`src/sv/tcgs_pkg.sv`:
```
// Shared types and constants for the span shader.
// No dependencies; imported by every module of the block.
`timescale 1ns / 1ps

package tcgs_pkg;

   // sizing
   localparam int MAX_SPAN    = 64;
   localparam int COORD_BITS  = 12;
   localparam int SPAN_X_W    = 12;
   localparam int SPAN_LEN_W  = 7;
   localparam int SPAN_CNT_W  = $clog2(MAX_SPAN + 1);
   localparam int CRD_W       = (COORD_BITS < SPAN_X_W) ? COORD_BITS : SPAN_X_W;
   // coefficient times (2c+1)
   localparam int PROD_W      = 32 + CRD_W + 2;
   // running u/v: start value plus up to MAX_SPAN steps of 2*coefficient
   localparam int UV_GROW_W   = 33 + SPAN_CNT_W;
   localparam int UV_W        = ((PROD_W > UV_GROW_W) ? PROD_W : UV_GROW_W) + 2;

   // register indexes
   localparam int CSR_IDX_W   = 3;
   localparam logic [CSR_IDX_W-1:0] CSR_INV_ROW_U     = 3'd0;
   localparam logic [CSR_IDX_W-1:0] CSR_INV_ROW_V     = 3'd1;
   localparam logic [CSR_IDX_W-1:0] CSR_INV_OFFSETS   = 3'd2;
   localparam logic [CSR_IDX_W-1:0] CSR_BASE_COLOR    = 3'd3;
   localparam logic [CSR_IDX_W-1:0] CSR_DELTA_U_COLOR = 3'd4;
   localparam logic [CSR_IDX_W-1:0] CSR_DELTA_V_COLOR = 3'd5;
   localparam logic [CSR_IDX_W-1:0] CSR_GLOBAL_ALPHA  = 3'd6;
   localparam logic [15:0] GLOBAL_ALPHA_RESET = 16'h8000;

   typedef struct packed {
      logic [SPAN_X_W-1:0]   span_x;
      logic [SPAN_X_W-1:0]   span_y;
      logic [SPAN_LEN_W-1:0] span_length;
   } req_type;

   typedef struct packed {
      logic [7:0] alpha_out;
      logic [7:0] red_out;
      logic [7:0] green_out;
      logic [7:0] blue_out;
      logic       last_pixel;
   } rsp_type;

   typedef struct packed {
      logic [63:0] inv_row_u;
      logic [63:0] inv_row_v;
      logic [63:0] inv_offsets;
      logic [63:0] base_color;
      logic [63:0] delta_u_color;
      logic [63:0] delta_v_color;
      logic [15:0] global_alpha;
   } cfg_type;

   // controller to datapath
   typedef struct packed {
      logic capture;  // latch span start
      logic mul;      // form coefficient products
      logic load;     // sum products into u/v
      logic issue;    // launch one pixel
      logic last;     // launched pixel closes the span
   } cmd_type;

   // datapath to controller
   typedef struct packed {
      logic advance;  // pipeline moves this cycle
   } sts_type;

endpackage

```
`src/sv/tcgs_ctrl.sv`:
```
// Span sequencer: takes a request, runs the u/v setup and launches one
// pixel per advancing cycle. Depends on tcgs_pkg.
`timescale 1ns / 1ps

module tcgs_ctrl import tcgs_pkg::*; (
   input  logic                  clock,
   input  logic                  reset,
   input  logic                  req_valid,
   input  logic [SPAN_LEN_W-1:0] req_length,
   output logic                  req_stall,
   output cmd_type               cmd,
   input  sts_type               sts
);

   localparam logic [1:0] ST_IDLE = 2'd0;
   localparam logic [1:0] ST_MUL  = 2'd1;
   localparam logic [1:0] ST_LOAD = 2'd2;
   localparam logic [1:0] ST_RUN  = 2'd3;

   localparam int CMP_W = (SPAN_CNT_W > SPAN_LEN_W) ? SPAN_CNT_W : SPAN_LEN_W;

   logic [1:0]            state_ff, state_in;
   logic [SPAN_CNT_W-1:0] count_ff, count_in;
   logic [SPAN_CNT_W-1:0] len_sat;
   logic [CMP_W-1:0]      len_ext;
   logic                  accept;

   // lengths above the span limit are clipped to it
   always_comb begin
      len_ext = CMP_W'(req_length);
      if (len_ext > CMP_W'(MAX_SPAN)) begin
         len_sat = SPAN_CNT_W'(MAX_SPAN);
      end else begin
         len_sat = SPAN_CNT_W'(len_ext);
      end
   end

   assign req_stall = (state_ff != ST_IDLE);
   assign accept    = req_valid && (state_ff == ST_IDLE);

   always_comb begin
      cmd.capture = accept;
      cmd.mul     = (state_ff == ST_MUL);
      cmd.load    = (state_ff == ST_LOAD);
      cmd.issue   = (state_ff == ST_RUN) && sts.advance;
      cmd.last    = (count_ff == SPAN_CNT_W'(1));
   end

   always_comb begin
      state_in = state_ff;
      count_in = count_ff;
      unique case (state_ff)
         ST_IDLE: begin
            if (accept && (len_sat != '0)) begin
               state_in = ST_MUL;
               count_in = len_sat;
            end
         end
         ST_MUL:  state_in = ST_LOAD;
         ST_LOAD: state_in = ST_RUN;
         ST_RUN: begin
            if (cmd.issue) begin
               count_in = count_ff - SPAN_CNT_W'(1);
               if (cmd.last) begin
                  state_in = ST_IDLE;
               end
            end
         end
         default: state_in = ST_IDLE;
      endcase
   end

   always_ff @(posedge clock) begin
      if (reset) begin
         state_ff <= ST_IDLE;
         count_ff <= '0;
      end else begin
         state_ff <= state_in;
         count_ff <= count_in;
      end
   end

endmodule

```
`config.mk`:
```
export PLATFORM = sky130hd
export DESIGN_NAME = tcgs_ctrl
export DESIGN_NICKNAME = d
export VERILOG_FILES = /design/src/sv/tcgs_pkg.sv /design/src/sv/tcgs_ctrl.sv
export SDC_FILE = /design/constraint.sdc
export NUM_CORES = 1
export LEC_CHECK = 0
export BUFFER_PORTS_ARGS = -buffer_cell sky130_fd_sc_hd__buf_2
export CAP_MARGIN = 25
export CORE_MARGIN = 1.5
export CORE_UTILIZATION = 55
export DETAILED_ROUTE_END_ITERATION = 10
export PLACE_DENSITY_LB_ADDON = 0.25
export SLEW_MARGIN = 5
export SYNTH_ARGS = -nofsm -noshare
export SYNTH_HDL_FRONTEND = slang
export SYNTH_SLANG_ARGS = --single-unit
```
`constraint.sdc`:
```
create_clock -name clock -period 3.7 [get_ports clock]
set_input_delay 0.37 -clock clock [delete_from_list [all_inputs] [get_ports clock]]
set_output_delay 0.37 -clock clock [all_outputs]
set_load 0.005 [all_outputs]
```
==> flow_summary.toml <==
[status]
outcome = "complete, no violations"

[critical_path]
cp-end-kind = "register"
worst-path-max-fanout = 14
critical_path.endpoint = "count_ff[3]"
path_class = "register to register"
crit_arrival_ns = 2.05
critPathLaunchType = "register"
reg2reg_from = "state_ff[0]"
ff2ff_path_depth = 5
required_ns = 3.84
timing.rr.end = "count_ff[3]"
rrSetupSlack_ns = 1.79
startpoint = "state_ff[0]"

[clocking]
htreeDepth = 1
clk_latency_ns = 0.27
ctsRootBufferMaster = "clkbuf_4"
path_clk_slew_ns = 0.06
clk_path_buf_depth = 2
cts.hold.buffers_added = 0
cts_resized = 0
cts_setup_buffers = 0
cts_tree = "done"
cts_buffers = 3
cts.sinks = 9

[final_layout]
area_delta_synth_final_pct = 13.8
layout-drive-gt1-share_pct = 26.6
final_area_um2 = 910
multiInputGateArea_um2 = 559
diodes = 0
fin_nets = 128
seqCellArea_um2 = 180
nFillCells = 110

[synthesis]
syn_avg_cell_area_um2 = 8.69
yosys_warnings = 0
ys_types = 38
synth_seq_area_share_pct = 22.5
synth_seq_cells = 9
synth_cells = 92
synth_area_um2 = 800
syn_nets = 110

[sta]
tightest_slew_ns = 0.446
hold_violations = 0
fin_crit_sh_pct = 51.6
post-route-worst-setup-slack_ns = 1.79
setup_viol = 0
layout_min_cycle_time_ns = 1.91
finalSetupTns_ns = 0
final_max_slew_viol_count = 0
relSlewSlack_pct = 69.5
max_freq_ghz = 0.524
rsz0062_at_grt = "false"
fin_skew_ns = 0.00548

[drt]
first_iter_violations = 34
antenna_left = 0
vias = 771
wl_per_cell_um = 15.6
drcViolationCount = 0
vias_per_cell = 6.22
postRouteWirelength_um = 1940
firstDrtPassIters = 4

[die]
io_pins = 17
start_util_pct = 59.9
core_area_um2 = 1330
rows = 13
die_h_um = 41.1
fp.dieW_um = 41.1
die-area_um2 = 1690

[placed_design]
postPlaceCellArea_um2 = 883
port_buffers = 16
pre_cts_ws_ns = 1.82
globalplace.congestion = 0.878
place_hpwl_um = 1520

[worst_hold_path]
hp-class = "primary input to register"
min_path_cells = 2

[power_and_ir_drop]
clock_power_share_pct = 13.1
switching_share_pct = 45.7
p_leak_nw = 0.397
internal-power_w = 0.000326
powerDensity_nw_per_um2 = 660
p_switching_w = 0.000274
combPwrFrac_pct = 60.6
peakVddDrop_v = 0.000369
seqPwrFrac_pct = 26.3

[grt]
met1_usage_pct = 33.3
antenna_found_initial = 0
grt_overflow = 0
grt_max_degree = 16
grt_pass1_vias = 690
track_usage_pct = 29.9
use_met3_pct = 9.78
use_met2_pct = 53.1
busiest_layer = "met2"
grt_pass1_wl_um = 3170

[run]
max_cap_violations = 0
[layout by cell type, fill, tap and decap left out, types with 3 or more instances in the layout]
cell / n
buf_2: 16
inv_1: 12
nor2_1: 9
dfxtp_1: 9
ha_1: 7
a21oi_1: 6
nand2_1: 3
and3_1: 3
nand2b_1: 3
a211oi_1: 3
o32ai_1: 3
clkbuf_4: 3
[worst min path at each step]
stage                     slack, ns   startpoint          end
after floorplan                0.47        reset  state_ff[0]
after global placement         0.48  count_ff[6]  count_ff[6]
after detailed placement       0.51  count_ff[6]  count_ff[6]
after CTS                      0.48        reset  count_ff[4]
after global routing           0.50        reset  count_ff[3]
final                          0.48        reset  count_ff[4]
[through the flow]
stage	hold WS (ns)	power, W	cells	utilization [%]
after detailed placement	0.510	0.000515	120	66.2
after global placement	0.483	0.000505	120	66.2
after global routing	0.504	0.000652	124	68.2
after CTS	0.477	0.000599	124	68.2
after floorplan	0.471	0.000426	92	-
final	0.480	0.000600	124	68.2
[worst max-delay path, stage by stage (launching register included)]
cell	delay, ns
dfxtp_1	0.35
ha_1	0.44
inv_1	0.24
and3_1	0.23
a2111oi_0	0.44
a211oi_1	0.09
[power groups by stage]
stage                     Combinational, W  Clock [W]  Sequential, W
final                             0.000363  0.0000785       0.000158
after global placement            0.000346          0       0.000159
after CTS                         0.000360  0.0000806       0.000158
after global routing              0.000404  0.0000861       0.000162
after floorplan                   0.000271          0       0.000154
after detailed placement          0.000355          0       0.000161
[cells by family (layout without fill, tap and decap cells)]
| logic type | after synthesis | count (layout) | share of synthesized area, % |
|---|---|---|---|
| multiplexers | 1 | 1 | 1.25 |
| flip-flops | 9 | 9 | 22.5 |
| AND/OR/NAND/NOR | 30 | 30 | 26.8 |
| adder cells (fa/ha/maj) | 7 | 7 | 11.0 |
| buffers and inverters | 15 | 32 | 7.51 |
| AO/OA/AOI/OAI | 28 | 28 | 28.8 |
| XOR/XNOR | 2 | 2 | 2.19 |
[cell usage after synthesis]
cell type | count | share of area (%)
and2_1 | 1 | 0.78
nand2b_1 | 3 | 2.3
nor3b_1 | 2 | 1.9
a22oi_1 | 1 | 0.94
and4_1 | 1 | 1.1
a21o_2 | 1 | 1.1
nor3_2 | 1 | 1.3
o41ai_1 | 1 | 1.1
o21ai_1 | 2 | 1.3
nor2b_1 | 1 | 0.78
nor4_4 | 2 | 5.3
a21oi_1 | 6 | 3.8
o41ai_2 | 1 | 2.0
clkbuf_1 | 2 | 0.94
a31oi_1 | 2 | 1.6
nand4_1 | 1 | 0.78
o31a_1 | 1 | 1.1
a41oi_2 | 1 | 2.0
a211oi_1 | 3 | 2.8
o2bb2ai_2 | 1 | 1.9
mux2i_1 | 1 | 1.3
nor2_1 | 9 | 4.2
and3_1 | 3 | 2.3
nand2_1 | 3 | 1.4
a41oi_1 | 1 | 1.1
ha_1 | 7 | 11
or2b_1 | 1 | 0.94
a21oi_2 | 1 | 1.1
a2111oi_0 | 1 | 1.1
o21ai_0 | 1 | 0.63
buf_4 | 1 | 0.94
o32ai_2 | 1 | 2.0
o32ai_1 | 3 | 3.3
nand3_1 | 1 | 0.63
nor4b_4 | 1 | 3.0
inv_1 | 12 | 5.6
dfxtp_1 | 9 | 23
xnor2_1 | 2 | 2.2
[routing by layer]
layer,wire [µm],up-vias,share of wire [%]
met5,0,-,0
met4,19,0,0.98
met3,84,4,4.3
met2,1040,26,54
met1,798,370,41
li1,-,371,-
[area by class of cell]
| type | instances | area share, % |
|---|---|---|
| Inverter | 12 | 4.95 |
| Clock buffer | 4 | 2.89 |
| Timing Repair Buffer | 16 | 8.80 |
| Multi-Input combinational cell | 68 | 61.5 |
| Sequential cell | 9 | 19.8 |
| Tap cell | 15 | 2.06 |
[registers in the layout, indices dropped and copies added (netlist names)]
register / cells
count_ff: 7
state_ff: 2
No activity file was read; power rests on OpenSTA's default activity.
