`src/sv/tcgs_pkg.sv`:
```
// Shared types and constants for the span shader.
// No dependencies; imported by every module of the block.
`timescale 1ns / 1ps

package tcgs_pkg;

   // sizing
   localparam int MAX_SPAN    = 64;
   localparam int COORD_BITS  = 12;
   localparam int SPAN_X_W    = 12;
   localparam int SPAN_LEN_W  = 7;
   localparam int SPAN_CNT_W  = $clog2(MAX_SPAN + 1);
   localparam int CRD_W       = (COORD_BITS < SPAN_X_W) ? COORD_BITS : SPAN_X_W;
   // coefficient times (2c+1)
   localparam int PROD_W      = 32 + CRD_W + 2;
   // running u/v: start value plus up to MAX_SPAN steps of 2*coefficient
   localparam int UV_GROW_W   = 33 + SPAN_CNT_W;
   localparam int UV_W        = ((PROD_W > UV_GROW_W) ? PROD_W : UV_GROW_W) + 2;

   // register indexes
   localparam int CSR_IDX_W   = 3;
   localparam logic [CSR_IDX_W-1:0] CSR_INV_ROW_U     = 3'd0;
   localparam logic [CSR_IDX_W-1:0] CSR_INV_ROW_V     = 3'd1;
   localparam logic [CSR_IDX_W-1:0] CSR_INV_OFFSETS   = 3'd2;
   localparam logic [CSR_IDX_W-1:0] CSR_BASE_COLOR    = 3'd3;
   localparam logic [CSR_IDX_W-1:0] CSR_DELTA_U_COLOR = 3'd4;
   localparam logic [CSR_IDX_W-1:0] CSR_DELTA_V_COLOR = 3'd5;
   localparam logic [CSR_IDX_W-1:0] CSR_GLOBAL_ALPHA  = 3'd6;
   localparam logic [15:0] GLOBAL_ALPHA_RESET = 16'h8000;

   typedef struct packed {
      logic [SPAN_X_W-1:0]   span_x;
      logic [SPAN_X_W-1:0]   span_y;
      logic [SPAN_LEN_W-1:0] span_length;
   } req_type;

   typedef struct packed {
      logic [7:0] alpha_out;
      logic [7:0] red_out;
      logic [7:0] green_out;
      logic [7:0] blue_out;
      logic       last_pixel;
   } rsp_type;

   typedef struct packed {
      logic [63:0] inv_row_u;
      logic [63:0] inv_row_v;
      logic [63:0] inv_offsets;
      logic [63:0] base_color;
      logic [63:0] delta_u_color;
      logic [63:0] delta_v_color;
      logic [15:0] global_alpha;
   } cfg_type;

   // controller to datapath
   typedef struct packed {
      logic capture;  // latch span start
      logic mul;      // form coefficient products
      logic load;     // sum products into u/v
      logic issue;    // launch one pixel
      logic last;     // launched pixel closes the span
   } cmd_type;

   // datapath to controller
   typedef struct packed {
      logic advance;  // pipeline moves this cycle
   } sts_type;

endpackage

```
`src/sv/tcgs_csr.sv`:
```
// Configuration register bank for the span shader.
// Depends on tcgs_pkg for the register indexes and cfg_type.
`timescale 1ns / 1ps

module tcgs_csr import tcgs_pkg::*; (
   input  logic                 clock,
   input  logic                 reset,
   input  logic                 csr_write_en,
   input  logic [CSR_IDX_W-1:0] csr_index,
   input  logic [63:0]          csr_wdata,
   output cfg_type              cfg
);

   cfg_type cfg_ff;
   cfg_type cfg_in;

   always_comb begin
      cfg_in = cfg_ff;
      if (csr_write_en) begin
         unique case (csr_index)
            CSR_INV_ROW_U:     cfg_in.inv_row_u     = csr_wdata;
            CSR_INV_ROW_V:     cfg_in.inv_row_v     = csr_wdata;
            CSR_INV_OFFSETS:   cfg_in.inv_offsets   = csr_wdata;
            CSR_BASE_COLOR:    cfg_in.base_color    = csr_wdata;
            CSR_DELTA_U_COLOR: cfg_in.delta_u_color = csr_wdata;
            CSR_DELTA_V_COLOR: cfg_in.delta_v_color = csr_wdata;
            CSR_GLOBAL_ALPHA:  cfg_in.global_alpha  = csr_wdata[15:0];
            default:           cfg_in = cfg_ff;
         endcase
      end
   end

   always_ff @(posedge clock) begin
      if (reset) begin
         cfg_ff              <= '0;
         cfg_ff.global_alpha <= GLOBAL_ALPHA_RESET;
      end else begin
         cfg_ff <= cfg_in;
      end
   end

   assign cfg = cfg_ff;

endmodule

```
`config.mk`:
```
export PLATFORM = sky130hd
export DESIGN_NAME = tcgs_csr
export DESIGN_NICKNAME = d
export VERILOG_FILES = /design/src/sv/tcgs_pkg.sv /design/src/sv/tcgs_csr.sv
export SDC_FILE = /design/constraint.sdc
export NUM_CORES = 1
export LEC_CHECK = 0
export BUFFER_PORTS_ARGS = -buffer_cell sky130_fd_sc_hd__buf_2
export CORE_ASPECT_RATIO = 1.1
export CORE_MARGIN = 8
export CORE_UTILIZATION = 40
export DETAILED_ROUTE_END_ITERATION = 10
export HOLD_SLACK_MARGIN = 0.06
export PLACE_DENSITY = 0.71
export SYNTH_ARGS = -nofsm -noshare
export SYNTH_HDL_FRONTEND = slang
export SYNTH_SLANG_ARGS = --single-unit
```
`constraint.sdc`:
```
create_clock -name clock -period 1.7 [get_ports clock]
set_clock_uncertainty 0.2 [all_clocks]
set_input_delay 0.17 -clock clock [delete_from_list [all_inputs] [get_ports clock]]
set_output_delay 0.17 -clock clock [all_outputs]
set_load 0.05 [all_outputs]
```
==> results of run 1 <==
-- Yosys cell counts --
cell type  instances  area (µm²)
dfxtp_1          400        8010
buf_6              1        11.3
buf_2             42         210
nor4b_1            1        8.76
and4bb_2           1        12.5
buf_12             1        20.0
nor2_1             2        7.51
nand4bb_1          3        33.8
nand4b_1           3        26.3
nand2b_1         463        2900
mux2i_1          400        4000
or4b_1             1        10.0
clkbuf_1          54         203
-- worst max-delay path, delay by kind of cell --
| kind | cells | cell delay (ns) |
|---|---|---|
| AND/OR/NAND/NOR | 1 | 0.05 |
| buffers and inverters | 4 | 1.53 |
| multiplexers | 1 | 0.13 |
-- power groups by stage --
| stage | Combinational (mW) | Sequential [mW] | Clock, mW |
|---|---|---|---|
| 2_1_floorplan | 0.725 | 10.6 | 0 |
| 3_3_place_gp | 2.10 | 9.89 | 0 |
| 3_5_place_dp | 2.12 | 9.90 | 0 |
| 4_1_cts | 2.25 | 9.70 | 8.95 |
| 5_1_grt | 2.35 | 9.71 | 9.35 |
| 6_report | 2.24 | 9.70 | 8.73 |
-- kinds of logic (layout without fill, tap and decap cells) --
family	count (synthesis)	in the layout
simple gates	474	474
flops	400	400
mux	400	400
buf+inv	98	657
-- how the worst max path moves through the flow --
stage,start,endpoint,slack (ns),cells past startpoint
after CTS,cfg[216]$_SDFFE_PP0P_,cfg[216],0.07,1
after global routing,reset,cfg[15]$_SDFFE_PP1P_,0.01,6
after global placement,csr_write_en,cfg[358]$_SDFFE_PP0P_,0.11,5
final,reset,cfg[15]$_SDFFE_PP1P_,0.06,6
after floorplan,csr_index[0],cfg[389]$_SDFFE_PP0P_,0.29,4
after detailed placement,csr_index[2],cfg[215]$_SDFFE_PP0P_,0.09,4
-- cell type report --
type                       instances  area (µm²)
fill                            3343       17400
sequential                       400        8010
multi-input combinational        874        7050
timing repair buffer             586        3700
clock buffer                      61        1210
tap                              500         626
clock inverter                    10        87.6
-- metrics by stage --
| step | std cells | utilization (%) | hold slack (ns) |
|---|---|---|---|
| after detailed placement | 2294 | 49.1 | 0.260 |
| final | 2431 | 54.3 | 0.138 |
| after CTS | 2431 | 54.3 | 0.114 |
| after global routing | 2431 | 54.3 | 0.149 |
| after floorplan | 1372 | - | 0.131 |
| after global placement | 2294 | 49.1 | 0.248 |
-- routing by layer --
layer	part of all wire (%)	wire length, µm	vias to the layer above
li1	-	-	5577
met1	41	19300	5599
met2	48	22400	385
met3	7.5	3530	109
met4	4.1	1950	0
met5	0	0	-
-- what timing repair did --
| item | 4_1_cts | 5_1_grt |
|---|---|---|
| endpoints found under the hold margin | 400 | 0 |
| endpoints found under the setup margin | 0 | 1 |
| resized for setup | 0 | 2 |
| hold buffers | 66 | 0 |
==> out/qor.yml, run 1 <==
clock_tree:
  cts_tree: "built"
  numCtsBuffers: 41
  cts_sinks: 400
  post_cts_buffers: 0
  clk_path_buf_depth: 3
  clk_pin_slew_ns: 0.06
  cts_max_level: 2
  clk-insertion-delay-late_ns: 0.52
  clockRootBuffer: "clkbuf_16"
global_routing:
  grtUsageMet3_pct: 6.06
  use_met2_pct: 33.9
  grt_overflow: 0
  grt_usage_pct: 20.2
  met1_usage_pct: 23.5
  antenna_found_initial: 0
  grt_pass1_vias: 12473
  grt_busiest_layer: "met2"
  grt_pass1_wl_mm: 73.3
  grt_max_degree: 66
yosys:
  synth.cell_area_um2: 15500
  ys.warnings.count: 0
  synth_adder_area_share_pct: 0
  syn_area_per_cell_um2: 11.3
  synth-seq-cells: 400
  synth_top_family_by_area: "multiplexers"
  syn_nets: 1442
  synth_compound_area_share_pct: 0
  synthXorXnorAreaFrac_pct: 0
  synth_cell_types: 13
  yosysSeqAreaShare_pct: 51.8
  yosys.area_share.simple_pct: 19.4
  synth_mux_area_share_pct: 25.9
  syn_inst: 1372
placed_design:
  dp_hpwl_mm: 33.1
  portBuffers: 469
  place_ws_ns: 0.0853
  dpl_cell_area_um2: 18700
  gp_congestion: 0.828
critical_path:
  worstPathMaxFanout: 46
  slowest_delay_ns: 0.56
  reg2reg_slack_ns: 0.80
  worst_path_most_repeated_cell: "dlygate4sd3_1"
  regToRegStartpoint: "cfg[397]$_SDFFE_PP0P_"
  endpoint_kind: "flip-flop"
  setup.worst_path.start_class: "primary input"
  cp_cell_sequence: "dlygate4sd3_1 > buf_8 > buf_16 > nor2_1 > dlygate4sd3_1 > mux2i_1"
  required_ns: 1.96
  cp_slowest_cell: "dlygate4sd3_1"
  critPathKind: "primary input to flip-flop"
  r2r_cells: 2
  critPathArrivalTime_ns: 1.89
  worstReg2RegEnd: "cfg[397]$_SDFFE_PP0P_"
min_path:
  min_from: "csr_index[2]"
  min_delay_path_depth: 4
  hold_class: "primary input to flip-flop"
  hold_path_end: "cfg[81]$_SDFFE_PP0P_"
timing:
  tightestPinTransition_ns: 0.566
  min_period_ns: 1.64
  setup_violations: 0
  maxSlewHeadroom_pct: 62.2
  min_period_over_period_pct: 96.3
  final.setup.tns_ns: 0
  fmax_mhz: 611
  rsz0062_at_grt: "false"
  hold_violations: 0
  setup_slack_ns: 0.0630
  slew_viol_final: 0
floorplan:
  die_y_um: 222
  core_um2: 38100
  start_util_pct: 40.6
  dieWidth_um: 203
  num_rows: 75
  io_pins: 470
  die_area_um2: 45200
pwr:
  pwr-share-clk_pct: 42.3
  switching_share_pct: 25.2
  p_total_mw: 20.7
  p_seq_share_pct: 46.9
  power.density_nw_per_um2: 999
  pwr-share-comb_pct: 10.8
  p_int_mw: 15.5
  peakVddDrop_v: 0.000888
  power.switching_mw: 5.21
  p_leak_nw: 11.0
detailed_routing:
  ant_nets: 0
  via_count: 11670
  drtIter0Drc: 445
  wl_per_cell_um: 19.4
  via_per_inst: 4.80
  dr.pass1.iters: 4
  drc: 0
  drt_wl_total_mm: 47.2
cells_and_area:
  antenna_cells: 0
  largest_reg_flops: 400
  fin_area_um2: 20700
  area_growth_pct: 33.9
  fin_nets: 1973
  final_cell_mix: "buf_2 (468), nand2b_1 (463), mux2i_1 (400), dfxtp_1 (400), dlygate4sd3_1 (66)"
  drive_gt1_share_pct: 30.3
  final_common_cell: "buf_2"
outcome:
  status: "complete, no violations"
run:
  maxCapViolCount: 0
No activity file was read; power rests on OpenSTA's default activity.
==> inputs of run 2 (changes only) <==
CTS_BUF_LIST = sky130_fd_sc_hd__clkbuf_2   (was unset)
TNS_END_PERCENT = 10   (was unset)
==> out/qor.yml, run 2 (synthesis gave the netlist of run 1 again) <==
outcome:
  status: "finished with violations"  # was complete, no violations
  violations: "setup timing"
global_routing:
  grt_pass1_vias: 14354  # was 12473
  grt_overflow: 0  # unchanged
  grt_pass1_wl_mm: 84.7  # was 73.3 mm
  antenna_found_initial: 2  # was 0
  grt_usage_pct: 23.8  # was 20.2%
  grt_max_degree: 47  # was 66
timing:
  setup_violations: 475  # was 0
  hold_violations: 0  # unchanged
  maxSlewHeadroom_pct: 63.6  # was 62.2%
  setup_slack_ns: -0.262  # was 0.0630 ns
  tightestPinTransition_ns: 0.545  # was 0.566 ns
  slew_viol_final: 0  # unchanged
  final.setup.tns_ns: -76.73  # was 0 ns
  min_period_over_period_pct: 115  # was 96.3%
  rsz0062_at_grt: "true"  # was false
  min_period_ns: 1.96  # was 1.64 ns
  fmax_mhz: 510  # was 611 MHz
cells_and_area:
  largest_reg_flops: 400  # unchanged
  area_growth_pct: 66.5  # was 33.9%
  final_cell_mix: "nand2b_1 (462), mux2i_1 (400), buf_8 (380)"  # was buf_2 (468), nand2b_1 (463), mux2i_1 (400), dfxtp_1 (400), dlygate4sd3_1 (66)
  seqCellArea_um2: 8570  # was 8010 µm²
  fin_cells: 2644  # was 2431
  fin_area_um2: 25700  # was 20700 µm²
  nFillCells: 2467  # was 3343
  multiInputGateArea_um2: 7060  # was 7050 µm²
  fin_nets: 2132  # was 1973
  drive_gt1_share_pct: 51.0  # was 30.3%
  final_common_cell: "nand2b_1"  # was buf_2
placed_design:
  dpl_cell_area_um2: 18700  # unchanged
  portBuffers: 469  # unchanged
  dp_cells: 2294  # unchanged
  gp_congestion: 0.828  # unchanged
  dp_hpwl_mm: 33.1  # unchanged
clock_tree:
  numCtsBuffers: 99  # was 41
  clockRootBuffer: "clkbuf_2"  # was clkbuf_16
  clk-insertion-delay-late_ns: 1.02  # was 0.52 ns
  clk_pin_slew_ns: 0.13  # was 0.06 ns
  cts_sinks: 400  # unchanged
  cts_max_level: 3  # was 2
  cts_tree: "built"  # unchanged
  clk_path_buf_depth: 3  # unchanged
pwr:
  p_leak_nw: 12.4  # was 11.0 nW
  pwr-share-comb_pct: 15.0  # was 10.8%
  p_total_mw: 19.2  # was 20.7 mW
  peakVddDrop_v: 0.000622  # was 0.000888 V
  switching_share_pct: 31.3  # was 25.2%
  power.switching_mw: 6.02  # was 5.21 mW
  pwr-share-clk_pct: 34.1  # was 42.3%
  p_int_mw: 13.2  # was 15.5 mW
  power.density_nw_per_um2: 747  # was 999 nW/µm²
  p_seq_share_pct: 51.0  # was 46.9%
floorplan:
  dieWidth_um: 203  # unchanged
  die_y_um: 222  # unchanged
  die_area_um2: 45200  # unchanged
  io_pins: 470  # unchanged
  num_rows: 75  # unchanged
  start_util_pct: 40.6  # unchanged
  core_um2: 38100  # unchanged
critical_path:
  endpoint_kind: "output port"  # was flip-flop
  cp_slowest_cell: "dfxtp_2"  # was dlygate4sd3_1
  cp_cell_sequence: "buf_8"  # was dlygate4sd3_1 > buf_8 > buf_16 > nor2_1 > dlygate4sd3_1 > mux2i_1
  slowest_delay_ns: 0.40  # was 0.56 ns
  startpoint: "cfg[171]$_SDFFE_PP0P_"  # was reset
  worstPathBufferInverterCount: 1  # was 4
  critPathKind: "flip-flop to output port"  # was primary input to flip-flop
  setup.worst_path.start_class: "flip-flop"  # was primary input
  critPathArrivalTime_ns: 1.59  # was 1.89 ns
  required_ns: 1.33  # was 1.96 ns
  worstPathMaxFanout: 2  # was 46
  critPathTopFamily: "flip-flops"  # was buffers and inverters
  regToRegStartpoint: "cfg[192]$_SDFFE_PP0P_"  # was cfg[397]$_SDFFE_PP0P_
detailed_routing:
  met2_length_mm: 31.0  # was 22.4 mm
  dr_wl_met3_mm: 4.35  # was 3.53 mm
  drtIter0Drc: 646  # was 445
  ant_nets: 0  # unchanged
  drt_wl_total_mm: 61.0  # was 47.2 mm
  detail_route.wirelength.met1_mm: 22.4  # was 19.3 mm
  drc: 0  # unchanged
  via_count: 13456  # was 11670
  wl_per_cell_um: 23.1  # was 19.4 µm
  dr.pass1.iters: 5  # was 4
  via_per_inst: 5.09  # was 4.80
  highest_layer: "met4"  # unchanged
min_path:
  min_from: "reset"  # was csr_index[2]
  hold_class: "primary input to flip-flop"  # unchanged
run:
  maxCapViolCount: 0  # unchanged
run 2: cell types whose count changed in the layout (fill, tap and decap cells not counted), sizes merged:
cell and delta:
clkinv +36, dlymetal6s4s +1, buf +18, dlygate4sd3 +80, diode +2, inv +2, clkbuf +74
run 2: metrics by stage:
| step | hold slack, ns | utilization [%] | setup WS [ns] |
|---|---|---|---|
| final | 0.189 | 67.5 | -0.262 |
| after global routing | 0.117 | 67.5 | -0.376 |
| after CTS | 0.0628 | 63.0 | -0.375 |
| after detailed placement | 0.260 | 49.1 | 0.0853 |
| after global placement | 0.248 | 49.1 | 0.107 |
| after floorplan | 0.131 | - | 0.289 |
run 2: timing repair:
item,CTS,global route
setup buffers,5,14
hold buffers,149,0
gates resized for setup,1036,576
hold endpoints to repair,400,0
endpoints found under the setup margin,400,565
run 2: layout make-up:
type                            count  area share (%)
Antenna cell                        2          0.0194
Clock buffer                      133            2.59
Clock inverter                     48           0.865
Multi-Input combinational cell    874            27.4
Sequential cell                   400            33.3
Tap cell                          500            2.43
Timing Repair Buffer              687            33.4
run 2: path summary, 6_finish.rpt:
path | to | depth (start not counted) | slack (ns)
min | cfg[374]$_SDFFE_PP0P_ | 5 | 0.19
max | cfg[171] | 1 | -0.26
min reg2reg | cfg[337]$_SDFFE_PP0P_ | 2 | 0.29
max reg2reg | cfg[192]$_SDFFE_PP0P_ | 3 | 0.29
run 2: power groups by stage:
stage | Clock [mW] | Sequential [mW] | Combinational [mW]
after floorplan | 0 | 10.6 | 0.725
after global placement | 0 | 9.89 | 2.10
after detailed placement | 0 | 9.90 | 2.12
after CTS | 6.48 | 9.74 | 2.66
after global routing | 7.19 | 9.82 | 2.97
final | 6.55 | 9.80 | 2.88
run 2: per-layer routing:
| layer | global-route usage, % | vias to the layer above |
|---|---|---|
| li1 | - | 5988 |
| met1 | 24.9 | 6624 |
| met2 | 41.3 | 647 |
| met3 | 7.31 | 197 |
| met4 | 14.4 | 0 |
| met5 | 0 | - |
==> inputs of run 3 (changes only) <==
CORE_MARGIN = unset   (was 8)
CTS_CLUSTER_SIZE = 24   (was unset)
REMOVE_ABC_BUFFERS = 1   (was unset)
==> out/qor.yml, run 3 (synthesis gave the netlist of run 1 again) <==
outcome:
  status: "finished with violations"  # unchanged
  violations: "setup timing"  # unchanged
critical_path:
  setup.worst_path.start_class: "flip-flop"  # unchanged
  cp_slowest_cell: "dfxtp_2"  # unchanged
  cp_cell_sequence: "buf_8"  # unchanged
  worstReg2RegEnd: "cfg[210]$_SDFFE_PP0P_"  # was cfg[192]$_SDFFE_PP0P_
  required_ns: 1.33  # about the same
  critPathTopFamily: "flip-flops"  # unchanged
  critPathKind: "flip-flop to output port"  # unchanged
  critPathArrivalTime_ns: 1.63  # was 1.59 ns
  r2r_cells: 3  # unchanged
  worstPathMaxFanout: 2  # unchanged
  worstPathBufferInverterCount: 1  # unchanged
  slowest_delay_ns: 0.40  # about the same
  endpoint_kind: "output port"  # unchanged
  regToRegStartpoint: "cfg[210]$_SDFFE_PP0P_"  # was cfg[192]$_SDFFE_PP0P_
  reg2reg_slack_ns: 0.59  # was 0.29 ns
clock_tree:
  cts_tree: "built"  # unchanged
  numCtsBuffers: 100  # was 99
  clk_path_buf_depth: 3  # unchanged
  cts_max_level: 3  # unchanged
  cts_sinks: 400  # unchanged
  clk_pin_slew_ns: 0.13  # about the same
  clockRootBuffer: "clkbuf_2"  # unchanged
  clk-insertion-delay-late_ns: 1.06  # was 1.02 ns
timing:
  rsz0062_at_grt: "true"  # unchanged
  slew_viol_final: 0  # unchanged
  maxSlewHeadroom_pct: 31.4  # was 63.6%
  min_period_ns: 2.00  # was 1.96 ns
  setup_violations: 490  # was 475
  fmax_mhz: 499  # was 510 MHz
  hold_slack_ns: 0.227  # was 0.189 ns
  min_period_over_period_pct: 118  # was 115%
  hold_violations: 0  # unchanged
  tightestPinTransition_ns: 1.03  # was 0.545 ns
  setup_slack_ns: -0.305  # was -0.262 ns
global_routing:
  grt_overflow: 0  # unchanged
  use_met2_pct: 43.7  # was 41.3%
  grtUsageMet3_pct: 8.05  # was 7.31%
  grt_busiest_layer: "met2"  # unchanged
  grt_max_degree: 42  # was 47
  grt_pass1_wl_mm: 78.8  # was 84.7 mm
  grt_pass1_vias: 14095  # was 14354
  grt_usage_pct: 25.7  # was 23.8%
  met1_usage_pct: 27.8  # was 24.9%
  antenna_found_initial: 1  # was 2
min_path:
  hold_path_end: "cfg[107]$_SDFFE_PP0P_"  # was cfg[374]$_SDFFE_PP0P_
  min_from: "reset"  # unchanged
  hold_class: "primary input to flip-flop"  # unchanged
  min_delay_path_depth: 5  # unchanged
cells_and_area:
  fin_cells: 2654  # was 2644
  final_util_pct: 67.7  # was 67.5%
  nFillCells: 2431  # was 2467
  area_growth_pct: 66.9  # was 66.5%
  largest_reg_flops: 400  # unchanged
  fin_area_um2: 25800  # was 25700 µm²
  drive_gt1_share_pct: 50.9  # was 51.0%
  fin_nets: 2151  # was 2132
  final_cell_mix: "nand2b_1 (460), mux2i_1 (400), dfxtp_2 (394)"  # was nand2b_1 (462), mux2i_1 (400), buf_8 (380)
  final_common_cell: "nand2b_1"  # unchanged
placed_design:
  place_ws_ns: 0.0479  # was 0.0853 ns
  dp_hpwl_mm: 28.5  # was 33.1 mm
  portBuffers: 469  # unchanged
  dpl_cell_area_um2: 18600  # was 18700 µm²
  gp_congestion: 0.816  # was 0.828
  dp_cells: 2284  # was 2294
floorplan:
  die_y_um: 208  # was 222 µm
  die_area_um2: 39400  # was 45200 µm²
  io_pins: 470  # unchanged
  start_util_pct: 40.6  # unchanged
  dieWidth_um: 189  # was 203 µm
  core_um2: 38100  # unchanged
  num_rows: 75  # unchanged
detailed_routing:
  drt_wl_total_mm: 56.6  # was 61.0 mm
  via_per_inst: 5.05  # was 5.09
  wl_per_cell_um: 21.3  # was 23.1 µm
  drtIter0Drc: 539  # was 646
  drc: 0  # unchanged
  dr.pass1.iters: 4  # was 5
  via_count: 13392  # was 13456
  ant_nets: 0  # unchanged
run:
  maxCapViolCount: 0  # unchanged
pwr:
  power.density_nw_per_um2: 751  # was 747 nW/µm²
  peakVddDrop_v: 0.000601  # was 0.000622 V
  p_leak_nw: 12.5  # was 12.4 nW
[run 3: cell count changes in the layout (fill, tap and decap cells not counted), moves of 12 or more]
cell,before,now
dfxtp_4,24,6
dfxtp_2,376,394
dlygate4sd3_1,146,163
clkbuf_2,134,149
buf_6,20,32
clkinv_1,35,23
buf_8,380,367
[run 3: final cells by class]
cell class	count	area (µm²)	area share, %
Timing Repair Buffer	705	8690	33.7
Sequential cell	400	8520	33.0
Antenna cell	1	2.50	0.00970
Multi-Input combinational cell	874	7070	27.4
Tap cell	500	626	2.43
Clock buffer	147	736	2.85
Clock inverter	27	154	0.597
[run 3: how the worst max path moves through the flow]
stage | from | end | slack [ns] | cells after the start
after floorplan | csr_index[2] | cfg[336]$_SDFFE_PP0P_ | -6.85 | 2
after global placement | csr_index[1] | cfg[59]$_SDFFE_PP0P_ | 0.08 | 4
after detailed placement | csr_index[1] | cfg[30]$_SDFFE_PP0P_ | 0.05 | 4
after CTS | cfg[182]$_SDFFE_PP0P_ | cfg[182] | -0.43 | 1
after global routing | cfg[157]$_SDFFE_PP0P_ | cfg[157] | -0.43 | 1
final | cfg[157]$_SDFFE_PP0P_ | cfg[157] | -0.30 | 1
[run 3: report_power, final]
group          switching, mW  internal, mW  total (mW)
Clock                   4.11          2.58        6.69
Sequential             0.206          9.60        9.81
Combinational           1.56          1.32        2.88
Total                   5.87          13.5        19.4
[run 3: routing by layer]
metal  vias to the layer above  wire length, µm
met4                         0             3430
li1                       6017                -
met5                         -                0
met1                      6551            20400
met3                       208             4130
met2                       616            28600
[run 3: stage by stage]
stage               TNS [ns]  power, mW
CTS                  -185.62       19.1
global route         -150.53       20.2
floorplan            -971.59       11.3
detailed placement         0       11.9
global placement           0       11.9
finish                -95.35       19.4
[run 3: repair_timing]
item / 4_1_cts / 5_1_grt
setup endpoints to repair: 400 / 639
resized for setup: 1054 / 537
hold endpoints to repair: 400 / 0
pin swaps: 0 / 0
setup buffers: 10 / 14
hold buffers: 171 / 0
